--- src/hdl/timed_wait_expiry_table_unit_macros.svh ---
// assertion macros for the timed wait expiry table
`ifndef TIMED_WAIT_EXPIRY_TABLE_UNIT_MACROS_SVH
`define TIMED_WAIT_EXPIRY_TABLE_UNIT_MACROS_SVH

`ifndef SYNTHESIS
`define TWEU_ASSERT_IMP(lbl, ante, cons) \
  lbl: assert property (@(posedge clk) disable iff (!rst_n) (ante) |-> (cons)) \
    else $error("timed wait table check failed");
`define TWEU_ASSERT_NXT(lbl, ante, cons) \
  lbl: assert property (@(posedge clk) disable iff (!rst_n) (ante) |=> (cons)) \
    else $error("timed wait table check failed");
`else
`define TWEU_ASSERT_IMP(lbl, ante, cons)
`define TWEU_ASSERT_NXT(lbl, ante, cons)
`endif

`endif

--- src/hdl/tweu_pkg.sv ---
`timescale 1ns / 1ps

package tweu_pkg;

  localparam int THREAD_W = 10;
  localparam int SEM_W    = 8;
  localparam int TICKS_W  = 16;
  localparam int OPC_W    = 2;

  localparam int DEF_TABLE_DEPTH    = 16;
  localparam int DEF_THREAD_ID_BITS = 10;

  localparam logic STATUS_EXPIRED = 1'b0;
  localparam logic STATUS_FULL    = 1'b1;

  typedef enum logic [OPC_W-1:0] {
    OP_ADD    = 2'd0,
    OP_REMOVE = 2'd1,
    OP_TICK   = 2'd2
  } opcode_t;

  typedef enum logic [1:0] {
    ST_IDLE,
    ST_SCAN,
    ST_FLUSH
  } state_t;

  // verdict of the shared entry unit for the entry under scan
  typedef struct packed {
    logic               keep;
    logic               expire;
    logic               hit;
    logic [TICKS_W-1:0] ticks;
  } eval_t;

endpackage

--- src/hdl/tweu_entry_ram.sv ---
`timescale 1ns / 1ps

module tweu_entry_ram import tweu_pkg::*; #(
  parameter int DEPTH = DEF_TABLE_DEPTH,
  parameter int DW    = THREAD_W + SEM_W + TICKS_W,
  parameter int IW    = $clog2(DEF_TABLE_DEPTH)
) (
  input  logic          clk,
  input  logic          we,
  input  logic [IW-1:0] waddr,
  input  logic [DW-1:0] wdata,
  input  logic [IW-1:0] raddr,
  output logic [DW-1:0] rdata
);

  logic [DW-1:0] mem [DEPTH];
  logic [DW-1:0] rdata_r;

  always_ff @(posedge clk) begin
    if (we) begin
      mem[waddr] <= wdata;
    end
    rdata_r <= mem[raddr];
  end

  assign rdata = rdata_r;

endmodule

--- src/hdl/tweu_entry_eval.sv ---
`timescale 1ns / 1ps

module tweu_entry_eval import tweu_pkg::*; #(
  parameter int TW = DEF_THREAD_ID_BITS
) (
  input  logic               is_tick,
  input  logic               found,
  input  logic [TW-1:0]      key,
  input  logic [TW-1:0]      ent_thread,
  input  logic [TICKS_W-1:0] ent_ticks,
  output eval_t              ev
);

  logic due;
  logic hit;

  always_comb begin
    due = (ent_ticks <= TICKS_W'(1));
    hit = !is_tick && !found && (ent_thread == key);
    ev.hit    = hit;
    ev.expire = is_tick && due;
    ev.keep   = is_tick ? !due : !hit;
    ev.ticks  = is_tick ? (ent_ticks - TICKS_W'(1)) : ent_ticks;
  end

endmodule

--- src/hdl/timed_wait_expiry_table_unit.sv ---
// an add never raises busy; a rejected add shows its result in the cycle after start
// remove and tick keep busy high through the scan and flush states (one table entry per cycle
// through the single entry ram port pair and compare/decrement unit); busy stays low if empty
// expiries come out at most one per cycle, oldest first
// results are one-cycle strobes; the receiver cannot stall
// reset: synchronous active-low rst_n empties the table and idles the sequencer
`timescale 1ns / 1ps
`include "timed_wait_expiry_table_unit_macros.svh"

module timed_wait_expiry_table_unit import tweu_pkg::*; #(
  parameter int TABLE_DEPTH    = DEF_TABLE_DEPTH,
  parameter int THREAD_ID_BITS = DEF_THREAD_ID_BITS
) (
  input  logic                clk,
  input  logic                rst_n,
  input  logic                start,
  output logic                busy,
  input  logic [OPC_W-1:0]    in_opcode,
  input  logic [THREAD_W-1:0] in_thread_id,
  input  logic [SEM_W-1:0]    in_sem_id,
  input  logic [TICKS_W-1:0]  in_wait_ticks,
  output logic                out_valid,
  output logic                out_status,
  output logic [THREAD_W-1:0] out_expired_thread,
  output logic [SEM_W-1:0]    out_expired_sem,
  output logic                out_last_of_run
);

  localparam int IW = $clog2(TABLE_DEPTH);
  localparam int CW = $clog2(TABLE_DEPTH + 1);
  localparam int TW = (THREAD_ID_BITS < THREAD_W) ? THREAD_ID_BITS : THREAD_W;
  localparam int DW = TW + SEM_W + TICKS_W;

  state_t              state_r, state_nxt;
  opcode_t             op_r, op_nxt;
  logic [TW-1:0]       key_r, key_nxt;
  logic                found_r, found_nxt;
  logic [CW-1:0]       count_r, count_nxt;
  logic [IW-1:0]       proc_r, proc_nxt;
  logic [CW-1:0]       wr_r, wr_nxt;
  logic                pend_vld_r, pend_vld_nxt;
  logic [TW-1:0]       pend_thr_r, pend_thr_nxt;
  logic [SEM_W-1:0]    pend_sem_r, pend_sem_nxt;
  logic                out_valid_r, out_valid_nxt;
  logic                out_status_r, out_status_nxt;
  logic [THREAD_W-1:0] out_thr_r, out_thr_nxt;
  logic [SEM_W-1:0]    out_sem_r, out_sem_nxt;
  logic                out_last_r, out_last_nxt;

  logic                mem_we;
  logic [IW-1:0]       mem_waddr;
  logic [DW-1:0]       mem_wdata;
  logic [IW-1:0]       mem_raddr;
  logic [DW-1:0]       mem_rdata;

  logic [TW-1:0]       in_thr;
  logic [TW-1:0]       ent_thr;
  logic [SEM_W-1:0]    ent_sem;
  logic [TICKS_W-1:0]  ent_ticks;
  eval_t               ev;

  assign in_thr    = in_thread_id[TW-1:0];
  assign ent_thr   = mem_rdata[DW-1 -: TW];
  assign ent_sem   = mem_rdata[TICKS_W +: SEM_W];
  assign ent_ticks = mem_rdata[TICKS_W-1:0];

  tweu_entry_ram #(
    .DEPTH (TABLE_DEPTH),
    .DW    (DW),
    .IW    (IW)
  ) u_ram (
    .clk   (clk),
    .we    (mem_we),
    .waddr (mem_waddr),
    .wdata (mem_wdata),
    .raddr (mem_raddr),
    .rdata (mem_rdata)
  );

  tweu_entry_eval #(
    .TW (TW)
  ) u_eval (
    .is_tick    (op_r == OP_TICK),
    .found      (found_r),
    .key        (key_r),
    .ent_thread (ent_thr),
    .ent_ticks  (ent_ticks),
    .ev         (ev)
  );

  always_ff @(posedge clk) begin
    if (!rst_n) begin
      state_r     <= ST_IDLE;
      count_r     <= '0;
      found_r     <= 1'b0;
      pend_vld_r  <= 1'b0;
      out_valid_r <= 1'b0;
    end else begin
      state_r     <= state_nxt;
      count_r     <= count_nxt;
      found_r     <= found_nxt;
      pend_vld_r  <= pend_vld_nxt;
      out_valid_r <= out_valid_nxt;
    end
  end

  always_ff @(posedge clk) begin
    op_r         <= op_nxt;
    key_r        <= key_nxt;
    proc_r       <= proc_nxt;
    wr_r         <= wr_nxt;
    pend_thr_r   <= pend_thr_nxt;
    pend_sem_r   <= pend_sem_nxt;
    out_status_r <= out_status_nxt;
    out_thr_r    <= out_thr_nxt;
    out_sem_r    <= out_sem_nxt;
    out_last_r   <= out_last_nxt;
  end

  always_comb begin
    state_nxt      = state_r;
    op_nxt         = op_r;
    key_nxt        = key_r;
    found_nxt      = found_r;
    count_nxt      = count_r;
    proc_nxt       = proc_r;
    wr_nxt         = wr_r;
    pend_vld_nxt   = pend_vld_r;
    pend_thr_nxt   = pend_thr_r;
    pend_sem_nxt   = pend_sem_r;
    out_valid_nxt  = 1'b0;
    out_status_nxt = out_status_r;
    out_thr_nxt    = out_thr_r;
    out_sem_nxt    = out_sem_r;
    out_last_nxt   = out_last_r;
    mem_we         = 1'b0;
    mem_waddr      = wr_r[IW-1:0];
    mem_wdata      = {ent_thr, ent_sem, ev.ticks};
    mem_raddr      = proc_r + IW'(1);

    case (state_r)
      ST_IDLE: begin
        mem_raddr = '0;
        if (start) begin
          case (in_opcode)
            OP_ADD: begin
              if (count_r == CW'(TABLE_DEPTH)) begin
                out_valid_nxt  = 1'b1;
                out_status_nxt = STATUS_FULL;
                out_thr_nxt    = THREAD_W'(in_thr);
                out_sem_nxt    = in_sem_id;
                out_last_nxt   = 1'b1;
              end else begin
                mem_we    = 1'b1;
                mem_waddr = count_r[IW-1:0];
                mem_wdata = {in_thr, in_sem_id, in_wait_ticks};
                count_nxt = count_r + CW'(1);
              end
            end
            OP_REMOVE, OP_TICK: begin
              if (count_r != '0) begin
                op_nxt       = opcode_t'(in_opcode);
                key_nxt      = in_thr;
                found_nxt    = 1'b0;
                proc_nxt     = '0;
                wr_nxt       = '0;
                pend_vld_nxt = 1'b0;
                state_nxt    = ST_SCAN;
              end
            end
            default: ;
          endcase
        end
      end

      ST_SCAN: begin
        found_nxt = found_r | ev.hit;
        if (ev.keep) begin
          mem_we = 1'b1;
          wr_nxt = wr_r + CW'(1);
        end
        // hold back one expiry so the final one can carry the last flag
        if (ev.expire) begin
          if (pend_vld_r) begin
            out_valid_nxt  = 1'b1;
            out_status_nxt = STATUS_EXPIRED;
            out_thr_nxt    = THREAD_W'(pend_thr_r);
            out_sem_nxt    = pend_sem_r;
            out_last_nxt   = 1'b0;
          end
          pend_vld_nxt = 1'b1;
          pend_thr_nxt = ent_thr;
          pend_sem_nxt = ent_sem;
        end
        if (CW'(proc_r) == count_r - CW'(1)) begin
          count_nxt = ev.keep ? (wr_r + CW'(1)) : wr_r;
          state_nxt = ST_FLUSH;
        end else begin
          proc_nxt = proc_r + IW'(1);
        end
      end

      ST_FLUSH: begin
        if (pend_vld_r) begin
          out_valid_nxt  = 1'b1;
          out_status_nxt = STATUS_EXPIRED;
          out_thr_nxt    = THREAD_W'(pend_thr_r);
          out_sem_nxt    = pend_sem_r;
          out_last_nxt   = 1'b1;
        end
        pend_vld_nxt = 1'b0;
        state_nxt    = ST_IDLE;
      end

      default: begin
        state_nxt = ST_IDLE;
      end
    endcase
  end

  assign busy               = (state_r != ST_IDLE);
  assign out_valid          = out_valid_r;
  assign out_status         = out_status_r;
  assign out_expired_thread = out_thr_r;
  assign out_expired_sem    = out_sem_r;
  assign out_last_of_run    = out_last_r;

  `TWEU_ASSERT_IMP(a_count_max, 1'b1, count_r <= CW'(TABLE_DEPTH))
  `TWEU_ASSERT_IMP(a_wr_behind, state_r == ST_SCAN, wr_r <= CW'(proc_r))
  `TWEU_ASSERT_NXT(a_flush_idle, state_r == ST_FLUSH, state_r == ST_IDLE)
  `TWEU_ASSERT_IMP(a_full_last, out_valid && out_status == STATUS_FULL, out_last_of_run)

endmodule
--- config.mk ---
export PLATFORM = sky130hd
export DESIGN_NAME = timed_wait_expiry_table_unit
export DESIGN_NICKNAME = d
export VERILOG_FILES = /design/src/hdl/tweu_pkg.sv /design/src/hdl/tweu_entry_ram.sv /design/src/hdl/tweu_entry_eval.sv /design/src/hdl/timed_wait_expiry_table_unit.sv
export VERILOG_INCLUDE_DIRS = /design/src /design/src/hdl
export SDC_FILE = /design/constraint.sdc
export NUM_CORES = 1
export LEC_CHECK = 0
export ABC_AREA = 1
export BUFFER_PORTS_ARGS = -buffer_cell sky130_fd_sc_hd__clkbuf_2
export CAP_MARGIN = 25
export CORE_MARGIN = 5
export CORE_UTILIZATION = 55
export CTS_CLUSTER_DIAMETER = 30
export CTS_CLUSTER_SIZE = 16
export DETAILED_ROUTE_END_ITERATION = 8
export GPL_TIMING_DRIVEN = 0
export PLACE_DENSITY = 0.72
export SKIP_CTS_REPAIR_TIMING = 1
export SYNTH_ARGS = -nofsm -noshare
export SYNTH_HDL_FRONTEND = slang
export SYNTH_HIERARCHICAL = 1
export SYNTH_SLANG_ARGS = --single-unit
export TNS_END_PERCENT = 100
--- constraint.sdc ---
create_clock -name clk -period 3.7 [get_ports clk]
set_clock_uncertainty 0.1 [all_clocks]
set_input_delay 0.74 -clock clk [delete_from_list [all_inputs] [get_ports clk]]
set_output_delay 0.74 -clock clk [all_outputs]
set_load 0.03 [all_outputs]
==> results.json, run 1 <==
{
  "dieArea_um2": 55810,
  "cp_max_fo": 20,
  "cts_buffer_depth": 3,
  "ys_types": 35,
  "worst_slew_pin_slew_ns": 1.179,
  "swShare": 0.2536,
  "ir_drop_uv": 419.7,
  "slew_viol_final": 0,
  "crit_type": "flop to flop",
  "p_int_mw": 16.54,
  "path_clk_slew_ns": 0.05,
  "clockPowerShare": 0.499,
  "routed_wl_mm": 83.73,
  "grt_use_total": 0.2911,
  "gp_congestion": 0.8818,
  "cts_num_sinks": 647,
  "fin_crit_sh": 0.9401,
  "htreeDepth": 3,
  "insertion_delay_ns": 0.66,
  "io_pins": 61,
  "p_sw_mw": 5.620,
  "placed_cells": 3557,
  "final-setup-viol-count": 0,
  "drtPass1Iterations": 6,
  "synth_enable_flop_cells": 603,
  "synth_fp_nets": 2840,
  "nets": 3073,
  "drc_errors": 0,
  "maxCapViolCount": 0,
  "status": "completed",
  "viasPerCell": 5.599,
  "io_buffers": 59,
  "syn_avg_cell_area_um2": 10.09,
  "final_area_um2": 34360,
  "yosys.area.top_type": "edfxtp_1",
  "fin_crit_ns": 3.478,
  "hpwl_mm": 52.81,
  "yosysWarnings": 6,
  "grt_max_degree": 25,
  "hold_path_class": "input pin to flop",
  "start_kind": "flop",
  "hold_viol_final": 0,
  "drive_gt1_frac": 0.1422,
  "core_um2": 50990,
  "tns_ns": 0,
  "cts_buffers": 119,
  "synthCells": 2790,
  "antenna_cells": 0,
  "synthArstFlopShare": 0,
  "rsz0062_at_grt": "no",
  "syn_area_um2": 28150,
  "num_rows": 83,
  "die_h_um": 236.2,
  "arrival_ns": 3.72,
  "initial_core_util": 0.5521,
  "fmax_mhz": 287.5,
  "routedWlPerCell_um": 21.98,
  "required_ns": 3.95,
  "grt_pass1_wl_mm": 122.3,
  "synthTopCellsByArea": "edfxtp_1 64%, nand2_1 12%, nand3_1 7.7%, inv_1 6.5%, dfxtp_1 3.1%",
  "cts-root-buf": "clkbuf_16",
  "leakagePower_nw": 14.86,
  "synth-seq-area-share": 0.6745,
  "die_w_um": 236.2,
  "seqPwrFrac": 0.397,
  "synthToLayoutAreaGrowth_pct": 22.05,
  "pwr-share-comb": 0.104,
  "dpl_cell_area_um2": 29850,
  "yosysMostFrequentCell": "nand2_1",
  "synth-main-ff-cell": "edfxtp_1",
  "synth_top_area_frac": 0.6432,
  "ant_nets": 0,
  "cts_tree": "done",
  "slew_headroom": 0.2140,
  "vias": 21330,
  "end_kind": "flop",
  "drtIter0Drc": 2581,
  "antenna_found_initial": 2,
  "p_per_area_nw_per_um2": 644.9,
  "ys_top_cells_by_count": "889 x nand2_1, 603 x edfxtp_1, 488 x inv_1",
  "synth_seq_cells": 647,
  "first_global_vias": 20990,
  "gr-total-overflow": 0,
  "stdcell_count": 3810
}
flip-flops by register name, indices dropped and copies added, names as in the netlist:
register            count
count_r                 5
found_r                 1
key_r                  10
op_r                    2
out_expired_sem         8
out_expired_thread     10
out_last_of_run         1
out_status              1
out_valid               1
pend_sem_r              8
pend_thr_r             10
pend_vld_r              1
proc_r                  4
state_r                 2
u_ram/mem             544
u_ram/rdata            34
wr_r                    5
cell usage in the layout (no fill, tap or decap), drive strengths merged, types with 13 or more instances in the layout:
cell type  instances
edfxtp           603
nand2            894
clkinv            48
bufinv            18
buf              157
inv              512
nand3            434
clkbuf           221
nor2              68
dfxtp             44
xor2              13
o21ai             52
a21oi             18
critical path, stage by stage (launching register included):
cell      delay, ns
dfxtp_1        0.42
inv_1          0.14
ha_1           0.28
nand2_1        0.10
inv_2          0.04
nand2_1        0.09
nand2_1        0.08
inv_2          0.10
nand2_4        0.10
inv_2          0.17
buf_4          0.26
o22ai_1        0.20
nand3b_1       0.46
nor2_4         0.35
buf_12         0.23
kinds of logic (layout without fill, tap and decap cells):
family                   after synthesis  after routing  share of synthesized area
AND/OR/NAND/NOR                     1411           1411                     0.2100
buffers and inverters                628            968                    0.09066
flip-flops                           647            647                     0.6745
adder cells (fa/ha/maj)               11             11                   0.004889
XOR/XNOR                              18             18                   0.005866
AO/OA/AOI/OAI                         75             75                    0.01409
through the flow:
stage          total power, mW  hold slack (ns)  utilization  setup WS (ns)
4_1_cts                  22.11           0.1494       0.6671        -0.6634
5_1_grt                  22.79           0.1591       0.6739        0.09332
2_1_floorplan            10.19           0.3086            -       -0.04071
6_report                 22.16           0.1797       0.6739         0.2216
3_5_place_dp             11.11           0.3163       0.5854        -0.5913
3_3_place_gp             10.95           0.3128       0.5747         -2.738
final cells by class:
cell class / instances / area (µm²)
repair buffers: 112 / 1055
multi-input cells: 1515 / 6748
flip-flops and latches: 647 / 18990
clock inverters: 92 / 1075
plain buffers: 130 / 683.2
inverters: 498 / 1869
clock buffers: 136 / 3093
well taps: 680 / 850.8
fillers: 3565 / 16630
power groups by stage:
| stage | registers [mW] | clock network, mW | logic [mW] |
|---|---|---|---|
| after global routing | 8.82 | 11.5 | 2.46 |
| after CTS | 8.81 | 11.1 | 2.19 |
| final | 8.81 | 11.0 | 2.30 |
| after detailed placement | 8.94 | 0 | 2.16 |
| after floorplan | 8.91 | 0 | 1.28 |
| after global placement | 8.95 | 0 | 2.01 |
worst paths after layout:
check / from / to / slack, ns / cells after the start
worst max-delay path: count_r[0] / u_ram/mem[4][19] / 0.22 / 14
worst max register to register: count_r[0] / u_ram/mem[4][19] / 0.22 / 14
worst min register to register: u_ram/rdata[18] / pend_sem_r[2] / 0.33 / 0
worst min-delay path: in_thread_id[5] / key_r[5] / 0.18 / 1
metal layers:
metal  vias to the layer above  wire length, µm  track usage
met4                         2             4907       0.1688
met2                      1454            39290       0.4707
met1                     10040            29310       0.3651
met5                         -               13            0
met3                       331            10210      0.06255
li1                       9504                -            -
(Power assumes the default switching activity.)
==> run 2: changes to the inputs <==
CORE_UTILIZATION = 46   (was 55)
PLACE_DENSITY = 0.6   (was 0.72)
clock period = 3.8 ns   (was 3.7 ns; I/O delays follow)
==> results.json, run 2 (same netlist as run 1, synthesis figures left out) <==
{
  "ant_nets": 0,
  "final-seq-area_um2": 18990,
  "cts_num_sinks": 647,
  "num_rows": 90,
  "final-setup-viol-count": 8,
  "p_sw_mw": 5.786,
  "stdcell_count": 3952,
  "rsz0062_at_grt": "no",
  "fin_crit_sh": 1.003,
  "drive_gt1_frac": 0.1479,
  "setup.worst_path.end": "u_ram/mem[15][15]",
  "pre_cts_ws_ns": -0.5706,
  "routedWlPerCell_um": 21.97,
  "arrival_ns": 4.16,
  "status": "finished with violations",
  "most-common-layout-cells": "889 x nand2_1, 603 x edfxtp_1, 488 x inv_1",
  "regMostFlops": "u_ram/mem",
  "final_core_util": 0.5817,
  "clockPowerShare": 0.520,
  "drtPass1Iterations": 7,
  "multiInputGateArea_um2": 6746,
  "whs_ns": 0.1432,
  "nets": 3109,
  "core_um2": 60470,
  "io_buffers": 59,
  "viasPerCell": 5.312,
  "pwr-share-comb": 0.100,
  "routed_wl_mm": 86.81,
  "violations": "negative setup slack",
  "drc_errors": 0,
  "ir_drop_uv": 460.2,
  "placed_cells": 3662,
  "antenna_cells": 0,
  "required_ns": 4.15,
  "htreeDepth": 4,
  "layout_commonest_cell": "nand2_1",
  "cts_buffers": 141,
  "grt_max_degree": 24,
  "die_w_um": 257.4,
  "cts-root-buf": "clkbuf_16",
  "worst_slew_pin_slew_ns": 1.149,
  "cts_buffer_depth": 3,
  "insertion_delay_ns": 0.72,
  "r2r_start": "op_r[0]",
  "gr-total-overflow": 0,
  "worst_path_most_repeated_cell": "nand3_1",
  "worstPathCellList": "nor2_2, nand2_1, nor3_1, nand3_1, nor2_1, a21oi_1, inv_1, o21ai_0, nand3_1, nor2_4, buf_12",
  "swShare": 0.2561,
  "fillers": 4873,
  "worstReg2RegEnd": "u_ram/mem[15][15]",
  "first_global_vias": 20390,
  "io_pins": 61,
  "synthToLayoutAreaGrowth_pct": 24.95,
  "hold_viol_final": 0,
  "largest_register_ff_count": 544,
  "fmax_mhz": 262.4,
  "setup_ws_ns": -0.01052,
  "vias": 20990,
  "cts_tree": "done",
  "gp_congestion": 0.8460,
  "crit_path_top_delay_cell": "nor2_1",
  "seqPwrFrac": 0.380,
  "cp_slowest_stage_delay_ns": 0.54,
  "p_per_area_nw_per_um2": 642.4,
  "hold_path_class": "input pin to flop",
  "critPathLaunch": "op_r[0]",
  "slew_headroom": 0.2341,
  "die_h_um": 257.4,
  "hpwl_mm": 54.78,
  "r2r_slack_ns": -0.01,
  "reg2reg_depth": 11,
  "fin_crit_ns": 3.811,
  "maxCapViolCount": 0,
  "antenna_found_initial": 2,
  "start_kind": "flop",
  "path_clk_slew_ns": 0.04,
  "cp_max_fo": 20,
  "p_int_mw": 16.81,
  "dieArea_um2": 66250,
  "leakagePower_nw": 15.18,
  "grt_pass1_wl_mm": 126.7,
  "crit_type": "flop to flop",
  "end_kind": "flop",
  "grt_use_total": 0.2584,
  "initial_core_util": 0.4656,
  "slew_viol_final": 0,
  "drtIter0Drc": 2322
}
==> run 2: cell count changes in the layout (fill, tap and decap cells not counted), sizes merged <==
cell      delta
clkbuf      +27
buf         +14
clkinv       +7
inv          -6
bufinv       -5
clkinvlp     +2
nor2         +1
==> run 2: layout make-up <==
class	instances	area share
Multi-Input combinational cell	1516	0.1918
Inverter	498	0.05314
Sequential cell	647	0.5398
Tap cell	782	0.02781
Clock inverter	90	0.02952
Timing Repair Buffer	125	0.03493
Buffer	130	0.01942
Clock buffer	164	0.1036
==> run 2: how the worst min path moves through the flow <==
stage,slack [ns],depth (start not counted),start,endpoint
finish,0.14,1,in_thread_id[1],key_r[1]
global route,0.12,1,in_thread_id[6],key_r[6]
CTS,0.10,1,in_thread_id[1],key_r[1]
detailed placement,0.32,0,u_ram/rdata[21],pend_sem_r[5]
global placement,0.31,0,u_ram/rdata[21],pend_sem_r[5]
floorplan,0.31,0,u_ram/rdata[16],pend_sem_r[0]
==> run 2: stage by stage <==
| stage | power (mW) | area [µm²] | TNS, ns |
|---|---|---|---|
| global placement | 10.73 | 29430 | -1406.25 |
| floorplan | 9.924 | 28150 | 0 |
| detailed placement | 10.86 | 30010 | -182.95 |
| global route | 23.37 | 35180 | 0 |
| finish | 22.60 | 35180 | -0.04024 |
| CTS | 22.64 | 34690 | -179.04 |
==> run 2: layer usage <==
metal,vias to the layer above,global-route usage,routed length (µm)
met3,201,0.06490,9214
li1,9591,-,-
met4,0,0.1166,3511
met5,-,0,0
met2,1196,0.4093,40180
met1,10010,0.3391,33900
==> run 2: worst max-delay path: cells and delay by family (launching register included) <==
kind	cells	cell delay, ns
DFF	1	0.37
buffers and inverters	2	0.34
and+or+nand+nor	7	2.27
AOI/OAI and AO/OA	2	0.44
==> run 2: power groups by stage <==
stage	Clock, mW	Sequential (mW)	Combinational (mW)
2_1_floorplan	0	8.68	1.25
3_3_place_gp	0	8.71	2.02
3_5_place_dp	0	8.70	2.15
4_1_cts	11.9	8.58	2.17
5_1_grt	12.3	8.60	2.46
6_report	11.8	8.58	2.26
